[config.mk]
export PLATFORM = sky130hd
export DESIGN_NAME = utf8_accent_fold_to_ascii_unit
export DESIGN_NICKNAME = d
export VERILOG_FILES = /design/src/rtl/u8af_pkg.sv /design/src/rtl/utf8_accent_fold_to_ascii_unit.sv /design/src/rtl/u8af_front.sv /design/src/rtl/u8af_queue.sv /design/src/rtl/u8af_back.sv
export SDC_FILE = /design/constraint.sdc
export NUM_CORES = 1
export LEC_CHECK = 0
export BUFFER_PORTS_ARGS = -buffer_cell sky130_fd_sc_hd__buf_2
export CORE_MARGIN = 2
export CORE_UTILIZATION = 35
export DETAILED_ROUTE_END_ITERATION = 8
export PLACE_DENSITY = 0.48
export SLEW_MARGIN = 20
export SYNTH_ARGS = -nofsm -noshare
export SYNTH_HDL_FRONTEND = slang
export SYNTH_HIERARCHICAL = 1
export SYNTH_SLANG_ARGS = --single-unit
export TNS_END_PERCENT = 5
[constraint.sdc]
create_clock -name i_clk -period 4.2 [get_ports i_clk]
set_input_delay 0 -clock i_clk [delete_from_list [all_inputs] [get_ports i_clk]]
set_output_delay 0 -clock i_clk [all_outputs]
set_load 0.02 [all_outputs]
[src/rtl/u8af_pkg.sv]
// ----------------------------------------------------------------------------
// u8af_pkg
// Shared types and helpers for the UTF-8 accent folding unit: the command
// that passes from the decoder to the encoder, the fold table and the
// UTF-8 re-encoding helpers.
// ----------------------------------------------------------------------------
package u8af_pkg;

    localparam int CP_W          = 21;
    localparam int LEN_W         = 3;
    localparam int QUEUE_DEPTH_D = 4;

    localparam logic [7:0] ASCII_LIMIT = 8'h80;

    // One decoded, folded code point (or a pure end marker when len is 0)
    typedef struct packed {
        logic [CP_W-1:0]  cp;
        logic [LEN_W-1:0] len;
        logic             last;
        logic             bad;
    } t_cmd;

    // Latin accent table: fold accented letters to plain lower case
    function automatic logic [CP_W-1:0] fold_cp(input logic [CP_W-1:0] c);
        logic [CP_W-1:0] r;
        r = c;
        if ((c >= 21'hC0 && c <= 21'hC5) || (c >= 21'hE0 && c <= 21'hE5)) begin
            r = 21'h61;
        end else if ((c >= 21'hC8 && c <= 21'hCB) || (c >= 21'hE8 && c <= 21'hEB)) begin
            r = 21'h65;
        end else if ((c >= 21'hCC && c <= 21'hCF) || (c >= 21'hEC && c <= 21'hEF)) begin
            r = 21'h69;
        end else if ((c >= 21'hD2 && c <= 21'hD6) || (c >= 21'hF2 && c <= 21'hF6)) begin
            r = 21'h6F;
        end else if ((c >= 21'hD9 && c <= 21'hDC) || (c >= 21'hF9 && c <= 21'hFC)) begin
            r = 21'h75;
        end else if (c == 21'hDD || c == 21'hFD || c == 21'hFF || c == 21'h178) begin
            r = 21'h79;
        end else if (c == 21'hC7 || c == 21'hE7) begin
            r = 21'h63;
        end else if (c == 21'hD1 || c == 21'hF1) begin
            r = 21'h6E;
        end else if (c == 21'hDF) begin
            r = 21'h73;
        end
        return r;
    endfunction

    // Number of output bytes for a folded code point; 0 means dropped
    function automatic logic [LEN_W-1:0] enc_len(input logic [CP_W-1:0] c,
                                                 input logic keep);
        logic [LEN_W-1:0] r;
        if (c < CP_W'(ASCII_LIMIT)) begin
            r = 3'd1;
        end else if (!keep) begin
            r = 3'd0;
        end else if (c < 21'h800) begin
            r = 3'd2;
        end else if (c < 21'h10000) begin
            r = 3'd3;
        end else begin
            r = 3'd4;
        end
        return r;
    endfunction

    // Byte k of the UTF-8 form of c, which is len bytes long
    function automatic logic [7:0] enc_byte(input logic [CP_W-1:0] c,
                                            input logic [LEN_W-1:0] len,
                                            input logic [1:0] k);
        logic [7:0] r;
        unique case (len)
            3'd2: r = (k == 2'd0) ? {3'b110, c[10:6]} : {2'b10, c[5:0]};
            3'd3: begin
                unique case (k)
                    2'd0:    r = {4'b1110, c[15:12]};
                    2'd1:    r = {2'b10, c[11:6]};
                    default: r = {2'b10, c[5:0]};
                endcase
            end
            3'd4: begin
                unique case (k)
                    2'd0:    r = {5'b11110, c[20:18]};
                    2'd1:    r = {2'b10, c[17:12]};
                    2'd2:    r = {2'b10, c[11:6]};
                    default: r = {2'b10, c[5:0]};
                endcase
            end
            default: r = c[7:0];
        endcase
        return r;
    endfunction

endpackage

[src/rtl/utf8_accent_fold_to_ascii_unit.sv]
// ----------------------------------------------------------------------------
// utf8_accent_fold_to_ascii_unit
// UTF-8 decoder with Latin accent folding and optional UTF-8 re-encoding.
//
//   channel   handshake            payload
//   -------   ------------------   ------------------------------------------
//   input     push / full          i_in_byte, i_end_of_input
//   result    pop / empty          o_out_byte, o_byte_present,
//                                  o_end_of_output, o_bad_sequence
//   config    i_cfg_wr_en          i_cfg_wr_data (keep_non_ascii)
//
// One input byte is taken per cycle while the command queue has room.
// Results leave at one byte per cycle while popped; a code point of n bytes
// holds the encoder until its last byte is loaded. An accepted command goes
// to the queue, then to the result register, which drives empty low. Reset
// empties the queue and result register and returns the unit to mode 0.
// ----------------------------------------------------------------------------
module utf8_accent_fold_to_ascii_unit
    import u8af_pkg::*;
#(
    parameter int QUEUE_DEPTH = QUEUE_DEPTH_D
) (
    input  logic       i_clk,
    input  logic       i_rst_n,
    input  logic       i_cfg_wr_en,
    input  logic       i_cfg_wr_data,
    input  logic       push,
    output logic       full,
    input  logic [7:0] i_in_byte,
    input  logic       i_end_of_input,
    output logic       empty,
    input  logic       pop,
    output logic [7:0] o_out_byte,
    output logic       o_byte_present,
    output logic       o_end_of_output,
    output logic       o_bad_sequence
);

    t_cmd front_cmd;
    t_cmd queue_cmd;
    logic front_push;
    logic queue_empty;
    logic queue_full;
    logic back_pop;
    logic accept;

    assign accept = push && !queue_full;
    assign full   = queue_full;

    u8af_front u_front (
        .i_clk          (i_clk),
        .i_rst_n        (i_rst_n),
        .i_cfg_wr_en    (i_cfg_wr_en),
        .i_cfg_wr_data  (i_cfg_wr_data),
        .i_accept       (accept),
        .i_in_byte      (i_in_byte),
        .i_end_of_input (i_end_of_input),
        .o_cmd_push     (front_push),
        .o_cmd          (front_cmd)
    );

    u8af_queue #(
        .DEPTH (QUEUE_DEPTH)
    ) u_queue (
        .i_clk   (i_clk),
        .i_rst_n (i_rst_n),
        .i_push  (front_push),
        .i_cmd   (front_cmd),
        .i_pop   (back_pop),
        .o_cmd   (queue_cmd),
        .o_empty (queue_empty),
        .o_full  (queue_full)
    );

    u8af_back u_back (
        .i_clk           (i_clk),
        .i_rst_n         (i_rst_n),
        .i_cmd           (queue_cmd),
        .i_cmd_empty     (queue_empty),
        .o_cmd_pop       (back_pop),
        .i_pop           (pop),
        .o_empty         (empty),
        .o_out_byte      (o_out_byte),
        .o_byte_present  (o_byte_present),
        .o_end_of_output (o_end_of_output),
        .o_bad_sequence  (o_bad_sequence)
    );

endmodule

[src/rtl/u8af_front.sv]
// ----------------------------------------------------------------------------
// u8af_front
// UTF-8 decoder: validates the byte stream, gathers code points, folds them
// and issues one command per kept character or end marker.
// ----------------------------------------------------------------------------
module u8af_front
    import u8af_pkg::*;
(
    input  logic       i_clk,
    input  logic       i_rst_n,
    input  logic       i_cfg_wr_en,
    input  logic       i_cfg_wr_data,
    input  logic       i_accept,
    input  logic [7:0] i_in_byte,
    input  logic       i_end_of_input,
    output logic       o_cmd_push,
    output t_cmd       o_cmd
);

    // Allowed range of the next continuation byte
    typedef enum logic [2:0] {
        CLS_NONE = 3'd0,
        CLS_E0   = 3'd1,
        CLS_ED   = 3'd2,
        CLS_F0   = 3'd3,
        CLS_F4   = 3'd4,
        CLS_ANY  = 3'd5
    } t_cls;

    logic [CP_W-1:0] r_cp,   n_cp;
    logic [1:0]      r_need, n_need;
    t_cls            r_cls,  n_cls;
    logic            r_err,  n_err;
    logic            r_keep;

    logic            emit;
    logic [CP_W-1:0] emit_cp;
    logic            consumed;
    logic            cont_ok;
    logic [CP_W-1:0] folded;
    logic [LEN_W-1:0] len;

    always_comb begin
        unique case (r_cls)
            CLS_E0:  cont_ok = i_in_byte >= 8'hA0 && i_in_byte <= 8'hBF;
            CLS_ED:  cont_ok = i_in_byte >= 8'h80 && i_in_byte <= 8'h9F;
            CLS_F0:  cont_ok = i_in_byte >= 8'h90 && i_in_byte <= 8'hBF;
            CLS_F4:  cont_ok = i_in_byte >= 8'h80 && i_in_byte <= 8'h8F;
            default: cont_ok = i_in_byte >= 8'h80 && i_in_byte <= 8'hBF;
        endcase
    end

    always_comb begin
        n_cp     = r_cp;
        n_need   = r_need;
        n_cls    = r_cls;
        n_err    = r_err;
        emit     = 1'b0;
        emit_cp  = '0;
        consumed = 1'b0;

        if (r_need != 2'd0) begin
            if (i_in_byte[7:6] == 2'b10) begin
                consumed = 1'b1;
                if (!cont_ok) begin
                    n_err  = 1'b1;
                    n_cp   = '0;
                    n_need = 2'd0;
                    n_cls  = CLS_NONE;
                end else begin
                    n_cp   = {r_cp[CP_W-7:0], i_in_byte[5:0]};
                    n_cls  = CLS_NONE;
                    n_need = r_need - 2'd1;
                    if (n_need == 2'd0) begin
                        emit    = 1'b1;
                        emit_cp = n_cp;
                        n_cp    = '0;
                    end
                end
            end else begin
                // abandon the open sequence, treat the byte as a new lead
                n_err  = 1'b1;
                n_cp   = '0;
                n_need = 2'd0;
                n_cls  = CLS_NONE;
            end
        end

        if (!consumed) begin
            if (i_in_byte < ASCII_LIMIT) begin
                emit    = 1'b1;
                emit_cp = CP_W'(i_in_byte);
            end else if (i_in_byte >= 8'hC2 && i_in_byte <= 8'hDF) begin
                n_cp   = CP_W'(i_in_byte[4:0]);
                n_need = 2'd1;
                n_cls  = CLS_ANY;
            end else if (i_in_byte >= 8'hE0 && i_in_byte <= 8'hEF) begin
                n_cp   = CP_W'(i_in_byte[3:0]);
                n_need = 2'd2;
                n_cls  = (i_in_byte == 8'hE0) ? CLS_E0 :
                         (i_in_byte == 8'hED) ? CLS_ED : CLS_ANY;
            end else if (i_in_byte >= 8'hF0 && i_in_byte <= 8'hF4) begin
                n_cp   = CP_W'(i_in_byte[2:0]);
                n_need = 2'd3;
                n_cls  = (i_in_byte == 8'hF0) ? CLS_F0 :
                         (i_in_byte == 8'hF4) ? CLS_F4 : CLS_ANY;
            end else begin
                n_err  = 1'b1;
                n_cp   = '0;
                n_need = 2'd0;
                n_cls  = CLS_NONE;
            end
        end

        // truncated sequence at end of string
        if (i_end_of_input && n_need != 2'd0) begin
            n_err = 1'b1;
        end
    end

    assign folded = fold_cp(emit_cp);
    assign len    = emit ? enc_len(folded, r_keep) : 3'd0;

    always_comb begin
        o_cmd.cp   = folded;
        o_cmd.len  = len;
        o_cmd.last = i_end_of_input;
        o_cmd.bad  = i_end_of_input & n_err;
        o_cmd_push = i_accept && (len != 3'd0 || i_end_of_input);
    end

    always_ff @(posedge i_clk) begin
        if (!i_rst_n) begin
            r_cp   <= '0;
            r_need <= 2'd0;
            r_cls  <= CLS_NONE;
            r_err  <= 1'b0;
            r_keep <= 1'b0;
        end else begin
            if (i_cfg_wr_en) begin
                r_keep <= i_cfg_wr_data;
            end
            if (i_accept) begin
                if (i_end_of_input) begin
                    // clear the decoder state once the string is done
                    r_cp   <= '0;
                    r_need <= 2'd0;
                    r_cls  <= CLS_NONE;
                    r_err  <= 1'b0;
                end else begin
                    r_cp   <= n_cp;
                    r_need <= n_need;
                    r_cls  <= n_cls;
                    r_err  <= n_err;
                end
            end
        end
    end

endmodule

[src/rtl/u8af_queue.sv]
// ----------------------------------------------------------------------------
// u8af_queue
// Small command queue between decoder and encoder.
// ----------------------------------------------------------------------------
module u8af_queue
    import u8af_pkg::*;
#(
    parameter int DEPTH = QUEUE_DEPTH_D
) (
    input  logic i_clk,
    input  logic i_rst_n,
    input  logic i_push,
    input  t_cmd i_cmd,
    input  logic i_pop,
    output t_cmd o_cmd,
    output logic o_empty,
    output logic o_full
);

    localparam int AW = (DEPTH > 1) ? $clog2(DEPTH) : 1;
    localparam int CW = $clog2(DEPTH + 1);

    t_cmd          r_mem [DEPTH];
    logic [AW-1:0] r_wr_ptr, r_rd_ptr;
    logic [CW-1:0] r_count;

    assign o_cmd   = r_mem[r_rd_ptr];
    assign o_empty = (r_count == '0);
    assign o_full  = (r_count == CW'(DEPTH));

    always_ff @(posedge i_clk) begin
        if (i_push) begin
            r_mem[r_wr_ptr] <= i_cmd;
        end
    end

    always_ff @(posedge i_clk) begin
        if (!i_rst_n) begin
            r_wr_ptr <= '0;
            r_rd_ptr <= '0;
            r_count  <= '0;
        end else begin
            if (i_push) begin
                r_wr_ptr <= (r_wr_ptr == AW'(DEPTH - 1)) ? '0 : r_wr_ptr + 1'b1;
            end
            if (i_pop) begin
                r_rd_ptr <= (r_rd_ptr == AW'(DEPTH - 1)) ? '0 : r_rd_ptr + 1'b1;
            end
            if (i_push && !i_pop) begin
                r_count <= r_count + 1'b1;
            end else if (!i_push && i_pop) begin
                r_count <= r_count - 1'b1;
            end
        end
    end

endmodule

[src/rtl/u8af_back.sv]
// ----------------------------------------------------------------------------
// u8af_back
// Encoder: expands each command into its UTF-8 bytes in the result
// register, one per cycle while that register is free or being popped.
// ----------------------------------------------------------------------------
module u8af_back
    import u8af_pkg::*;
(
    input  logic       i_clk,
    input  logic       i_rst_n,
    input  t_cmd       i_cmd,
    input  logic       i_cmd_empty,
    output logic       o_cmd_pop,
    input  logic       i_pop,
    output logic       o_empty,
    output logic [7:0] o_out_byte,
    output logic       o_byte_present,
    output logic       o_end_of_output,
    output logic       o_bad_sequence
);

    logic       r_valid;
    logic [1:0] r_idx;
    logic [7:0] r_byte;
    logic       r_present;
    logic       r_end;
    logic       r_bad;

    logic       load;
    logic [1:0] last_idx;
    logic       at_last;

    assign load      = !r_valid || i_pop;
    assign last_idx  = (i_cmd.len == 3'd0) ? 2'd0 : 2'(i_cmd.len - 3'd1);
    assign at_last   = (r_idx == last_idx);
    assign o_cmd_pop = load && !i_cmd_empty && at_last;

    assign o_empty         = !r_valid;
    assign o_out_byte      = r_byte;
    assign o_byte_present  = r_present;
    assign o_end_of_output = r_end;
    assign o_bad_sequence  = r_bad;

    always_ff @(posedge i_clk) begin
        if (!i_rst_n) begin
            r_valid   <= 1'b0;
            r_idx     <= 2'd0;
            r_byte    <= '0;
            r_present <= 1'b0;
            r_end     <= 1'b0;
            r_bad     <= 1'b0;
        end else if (load) begin
            if (!i_cmd_empty) begin
                r_valid   <= 1'b1;
                r_present <= (i_cmd.len != 3'd0);
                r_byte    <= (i_cmd.len == 3'd0) ? 8'h00 : enc_byte(i_cmd.cp, i_cmd.len, r_idx);
                r_end     <= at_last && i_cmd.last;
                r_bad     <= at_last && i_cmd.last && i_cmd.bad;
                // advance through the bytes, pop on the final one
                r_idx     <= at_last ? 2'd0 : r_idx + 2'd1;
            end else begin
                r_valid <= 1'b0;
            end
        end
    end

endmodule

-- Yosys cells after proc, flatten, opt, wreduce, memory -nomap -nowiden
Memory sizes are Yosys's and may differ from the RTL's. A register that Yosys moved wholly into a read port is not among the register bits.
Index checks and enable logic that the tools add are counted.
- add/subtract/negate cells: 7
- $mul: 0
- divide/modulo/power cells: 0
- order comparisons: 36
- equality and inequality tests: 27
- shifts and indexed selects: 0
- muxes and demuxes: 85
- bitwise operators: 2
- reductions and logical operators: 54
- operator list (cell ; number):
    21-bit two-way mux ; 24
    21-bit by 8-bit greater-or-equal comparator with 1-bit output, second input constant ; 10
    21-bit by 8-bit less-or-equal comparator with 1-bit output, second input constant ; 10
    21-bit by 8-bit == test with 1-bit output, second input constant ; 8
    3-bit two-way mux ; 18
    8-bit greater-or-equal comparator, second input constant ; 6
    8-bit less-or-equal comparator, second input constant ; 6
    8-bit == test, second input constant ; 4
    2-bit two-way mux ; 15
    1-bit logical AND ; 27
    8-bit one-hot mux with 3 select lines ; 1
    1-bit two-way mux ; 22
    21-bit by 9-bit == test with 1-bit output, second input constant ; 1
    21-bit by 12-bit < comparator with 1-bit output, second input constant ; 1
    21-bit by 17-bit < comparator with 1-bit output, second input constant ; 1
    21-bit by 8-bit < comparator with 1-bit output, second input constant ; 1
    7-bit one-hot mux with 3 select lines ; 1
    7-bit one-hot mux with 2 select lines ; 1
    3-bit by 2-bit == test with 1-bit output, second input constant ; 4
    1-bit logical OR ; 12
    3-bit == test, second input constant ; 3
    2-bit == test, second input constant ; 4
    8-bit < comparator, second input constant ; 1
    8-bit two-way mux ; 1
    17 further kinds ; 29
- register bits: 49
- bits in latches: 0
- memory bits (writable): 104
- bits in read-only memories: 0
- output and inout bits: 13
- memories kept: 1
- memory list (name ; words ; width ; rd ports ; clocked after memory_dff ; wr ports ; line ; RTL):
    u_queue.r_mem ; 4 ; 26 ; 1 ; 1 ; 1 ; u8af_queue.sv:23 ; t_cmd r_mem [DEPTH];

-- Logic depth before layout (Yosys ltp)
- word-level depth: 31
- mapped depth: 16
- gate-level depth less buffers: 16

-- By module
The synthesis kept the hierarchy.
- by module, submodules not included (module ; times used ; cells each ; area each (µm²) ; seq. area each (µm²)):
    u8af_queue ; 1 ; 180 ; 4255.3 ; 3303.2
    u8af_front ; 1 ; 301 ; 2172.1 ; 440.4
    u8af_back ; 1 ; 136 ; 1178.6 ; 280.3
    utf8_accent_fold_to_ascii_unit ; 1 ; 1 ; 13.8 ; 0.0

-- Least setup slack after synthesis
OpenSTA, ideal clock, no wires.
- kind: register to register
- start: register u_front.r_need[0]
- end: register u_queue.r_count[2]
- library setup time: 76 ps
- arrival time: 3691 ps
- required time: 4124 ps
- setup slack: 434 ps
- stages on the path, launching flop included: 17
- buffers on the path: 0
- period minus slack after synthesis: 3766 ps
- cells stage by stage: dfxtp_1 inv_1 ha_1 inv_2 nand2_1 nor2_1 nand2_2 o41ai_2 nor2_1 a31o_1 o21ai_1 ha_1 inv_1 fa_1 xor2_1 or3_1 a21boi_0
- cells in the longest elaborated chain, start to end: 30
- elaborated cells on any way between the ends: 90
- those cells by class: add/sub: 1; order compare: 23; eq/ne: 9; mux: 28; reduce/logical: 29
- RTL lines (element ; line ; RTL):
    start, declared ; u8af_front.sv:31 ; logic [1:0] r_need, n_need;
    start signal, assigned ; u8af_front.sv:152 ; r_need <= n_need;
    branches (longest 23 deep; another with 21-bit by 8-bit greater-or-equal comparator with 1-bit output) ; n/a ;
    3-bit two-way mux (*) ; u8af_front.sv:122 ; assign len = emit ? enc_len(folded, r_keep) : 3'd0;
    3-bit nonzero test (*) ; u8af_front.sv:129 ; o_cmd_push = i_accept && (len != 3'd0 || i_end_of_input);
    1-bit logical OR (*) ; u8af_front.sv:129 ;
    1-bit logical AND (*) ; u8af_front.sv:129 ;
    net front_push ; utf8_accent_fold_to_ascii_unit.sv:41 ; logic front_push;
    1-bit logical NOT ; u8af_queue.sv:51 ; end else if (!i_push && i_pop) begin
    1-bit logical AND ; u8af_queue.sv:51 ;
    2-bit nonzero test (no line) ; n/a ;
    end signal, assigned ; u8af_queue.sv:50 ; r_count <= r_count + 1'b1;
    end signal, assigned ; u8af_queue.sv:52 ; r_count <= r_count - 1'b1;
    end, declared ; u8af_queue.sv:25 ; logic [CW-1:0] r_count;
Mark *: on every way through the listed nets, which the timed path passes.
A chain may end at the register's enable or synchronous reset.

-- Final worst setup path
- start: register u_front.r_cp[0]
- end: register u_queue.r_count[2]
- cells in the longest elaborated chain, start to end: 28
- elaborated cells on any way between the ends: 80
- those cells by class: order compare: 23; eq/ne: 9; mux: 21; reduce/logical: 27
- RTL lines (element ; line ; RTL):
    start, declared ; u8af_front.sv:30 ; logic [CP_W-1:0] r_cp, n_cp;
    start signal, assigned ; u8af_front.sv:151 ; r_cp <= n_cp;
    21-bit two-way mux (*) ; u8af_front.sv:74 ; if (n_need == 2'd0) begin
    21-bit two-way mux (*) ; u8af_front.sv:65 ; if (!cont_ok) begin
    21-bit two-way mux (*) ; u8af_front.sv:63 ; if (i_in_byte[7:6] == 2'b10) begin
    21-bit two-way mux (*) ; u8af_front.sv:62 ; if (r_need != 2'd0) begin
    21-bit two-way mux ; u8af_front.sv:90 ; if (i_in_byte < ASCII_LIMIT) begin
    21-bit two-way mux (*) ; u8af_front.sv:89 ; if (!consumed) begin
    branches (longest 9 deep; another with 21-bit by 8-bit greater-or-equal comparator with 1-bit output) ; n/a ;
    21-bit two-way mux (*) ; u8af_pkg.sv:27 ; if ((c >= 21'hC0 && c <= 21'hC5) || (c >= 21'hE0 && c <= 21'hE5)) begin
    (+5 left out) ; n/a ;
    3-bit two-way mux (*) ; u8af_front.sv:122 ;
    3-bit nonzero test (*) ; u8af_front.sv:129 ;
    1-bit logical OR (*) ; u8af_front.sv:129 ;
    1-bit logical AND (*) ; u8af_front.sv:129 ;
    net front_push ; utf8_accent_fold_to_ascii_unit.sv:41 ;
    1-bit logical NOT ; u8af_queue.sv:51 ;
    1-bit logical AND ; u8af_queue.sv:51 ;
    2-bit nonzero test (no line) ; n/a ;
Marked as above.

==> metrics.txt <==
final worst-path cycle share 94.84%; First-pass DRT Iterations 5; initial antenna violation count 0; M2 GR Usage 30.43%; antenna cells 0; Startpoint Class flop; GR Layer Usage met3 3.473%; post-synthesis sequential area ratio 52.81%; Die X 151.6 um; CTS Buf Count 17; layout net count 683; Setup violations, final 0; outcome completed; Peak VDD IR 0.2391 mV; total core area 0.02122 mm2; Port-buffer cells 27; root buffer cell clkbuf_16; Lkg Pwr 3.045 nW; Final Hold Vio Count 0; TritonCTS clock tree done; via count 5361; Core Rows 53; Async S/R FF share, synth 0%; RR Startpoint u_front/r_cp[0]$_SDFFE_PN0P_; CP startpoint u_front/r_cp[0]$_SDFFE_PN0P_; met1 usage 23.21%; Area Overhead vs Synth 14.37%; vias in the first global route 5443; Synth Register Bits 149; hold slack 0.1122 ns; post-layout min period 3.983 ns; Worst Path Max Fanout 8; Synth Warn # 6; synthesized net count 646; worst slew pin tran 0.8848 ns; Post-synth EDFFs 104; share of the core filled with cells 41.07%; worst endpoint data arrival time 4.32 ns; RD Place Congestion 0.8821; final WL 19460 um; # IOs 28; GRT overflow 0; Iter 0 DRT Violations 363; Pwr Density 539.6 mW/mm2; via-per-instance ratio 5.685; share of layout cells above drive strength 1 20.51%; Global Route Usage Sum 17.94%; Worst-path clk slew 0.07 ns; min-delay src i_in_byte[3]; dpl ws 0.2584 ns; dpl hpwl 13730 um; Clock Skew 0.01516 ns; Initial Utilization 35.91%; largest net degree at the start of global routing 37; post-route DRC violation count 0; grt peak-use layer met2; DR WL/cell 20.64 um; synthesized area 0.007620 mm2; global-route wire length before repair 30900 um; CP endpoint kind flop; max_cap viols 0; clk sinks 149; Final Slew Violations 0; FMAX 0.2511 GHz; Yosys cell types 98; CTS max path bufs 2; setup TNS 0 ns; Top FF cell, synth edfxtp_1; average cell area after synthesis 12.33 um2; DRT antenna net count 0; H-tree Lvls 4; Max-slew headroom 39.49%; cell count after placement 907; clk_lat worst skew 0.42 ns; Critical Path RT 4.53 ns; die area 0.02297 mm2; Post-Synthesis Cells 618; RSZ-0062 raised after global routing no; Die Ht 151.6 um; min-delay worst type input port to flop; Cell Count, Final, Fillers Out 943; PnR worst setup slack 0.2169 ns; Worst Path Class, Setup flop to flop
-- what timing repair did --
item / 4_1_cts / 5_1_grt
setup buffers: 0 / 0
hold buffers: 4 / 0
hold endpoints to repair: 6 / 0
resized for setup: 0 / 2
setup endpoints to repair: 0 / 1
-- placed cells by master (no fill, tap or decap), types with 5 or more instances in the layout --
master,n
ha_1,12
a22oi_1,17
and2_1,12
a21o_1,5
buf_4,20
edfxtp_1,104
nand4_1,8
clkbuf_16,21
and3_1,17
a21boi_0,5
nand2_1,32
buf_2,27
mux2_2,5
nand2b_1,5
mux4_1,6
nor2_1,35
a21oi_1,21
o22ai_1,5
dfxtp_1,44
inv_1,19
or3_1,6
a2bb2oi_1,8
o21ai_0,20
mux2i_1,8
mux4_2,20
nor3_1,14
nand3_1,9
a221oi_1,9
nor2b_1,26
nor4_1,7
-- power breakdown --
group / switching, mW / internal (mW) / total (mW)
clock network: 0.609 / 0.957 / 1.57
registers: 0.0950 / 1.75 / 1.84
logic: 0.752 / 0.539 / 1.29
-- registers in the layout, summed over array words and instances, names as in the netlist, 2 cells and up, named ones only --
register	count
u_back/o_out_byte	8
u_back/r_idx	2
u_front/r_cls	3
u_front/r_cp	15
u_front/r_need	2
u_queue/r_count	3
u_queue/r_mem	104
u_queue/r_rd_ptr	2
u_queue/r_wr_ptr	2
-- kinds of logic after synthesis --
family / share of synthesized area (%)
adders and majority gates: 2.233
buffers and inverters: 3.859
DFF: 52.81
xor gates and xnor gates: 0.3449
AOI/OAI and AO/OA: 14.91
and+or+nand+nor: 16.08
muxes: 9.770
-- layer usage --
layer	vias up	wire [um]
li1	2517	-
met1	2686	8807
met2	138	9631
met3	20	776
met4	0	247
met5	-	0
-- critical path, cell delays in order (launching register included) --
cell and delay (ns):
dfxtp_1 0.50, nand4b_1 0.19, or4b_1 0.54, or3_1 0.34, a211oi_2 0.21, o32ai_1 0.14, and4bb_4 0.26, a31o_1 0.22
o21ai_1 0.20, ha_1 0.22, inv_1 0.06, fa_1 0.37, xor2_1 0.15, or3_1 0.30, a21boi_0 0.19
-- metrics by stage --
stage / area (um2) / total power, mW
2_1_floorplan: 7620 / 2.868
3_3_place_gp: 8035 / 3.144
3_5_place_dp: 8035 / 3.168
4_1_cts: 8710 / 4.751
5_1_grt: 8715 / 4.941
6_report: 8715 / 4.702
-- area by class of cell --
| cell class | instances | area (um2) |
|---|---|---|
| Clock buffer | 24 | 566.8 |
| Fill cell | 2039 | 12510 |
| Timing Repair Buffer | 51 | 325.3 |
| Tap cell | 275 | 344.1 |
| Sequential cell | 149 | 4025 |
| Multi-Input combinational cell | 415 | 3307 |
| Clock inverter | 8 | 67.56 |
| Inverter | 21 | 78.83 |
-- synthesized netlist by cell type, drive strengths merged, types with 6 or more instances --
| cell type | count | area (um2) |
|---|---|---|
| mux2i | 8 | 80.08 |
| mux4 | 26 | 608.1 |
| nor2 | 38 | 147.6 |
| buf | 17 | 153.9 |
| dfxtp | 45 | 900.9 |
| a22oi | 17 | 127.6 |
| edfxtp | 104 | 3123 |
| nor2b | 28 | 185.2 |
| nor3 | 15 | 80.08 |
| a2bb2oi | 8 | 70.07 |
| ha | 12 | 150.1 |
| a21oi | 22 | 113.9 |
| or3 | 6 | 37.54 |
| and2 | 13 | 81.33 |
| a221oi | 10 | 93.84 |
| nand3 | 9 | 45.04 |
| inv | 21 | 78.83 |
| nor4 | 8 | 56.30 |
| nand2 | 34 | 130.1 |
| nand4 | 9 | 62.56 |
| clkbuf | 16 | 61.30 |
| o21ai | 21 | 105.1 |
| and3 | 17 | 106.4 |
-- path summary, 6_finish.rpt --
path,end,slack (ns),cells after the start
setup / recovery,u_queue/r_count[2]$_SDFFE_PN0P_,0.22,14
hold / removal,u_front/r_cp[3]$_SDFFE_PN0P_,0.11,3
setup reg to reg,u_queue/r_count[2]$_SDFFE_PN0P_,0.22,14
hold reg to reg,u_back/o_byte_present$_SDFFE_PN0P_,0.45,2
(Power assumes the default switching activity.)
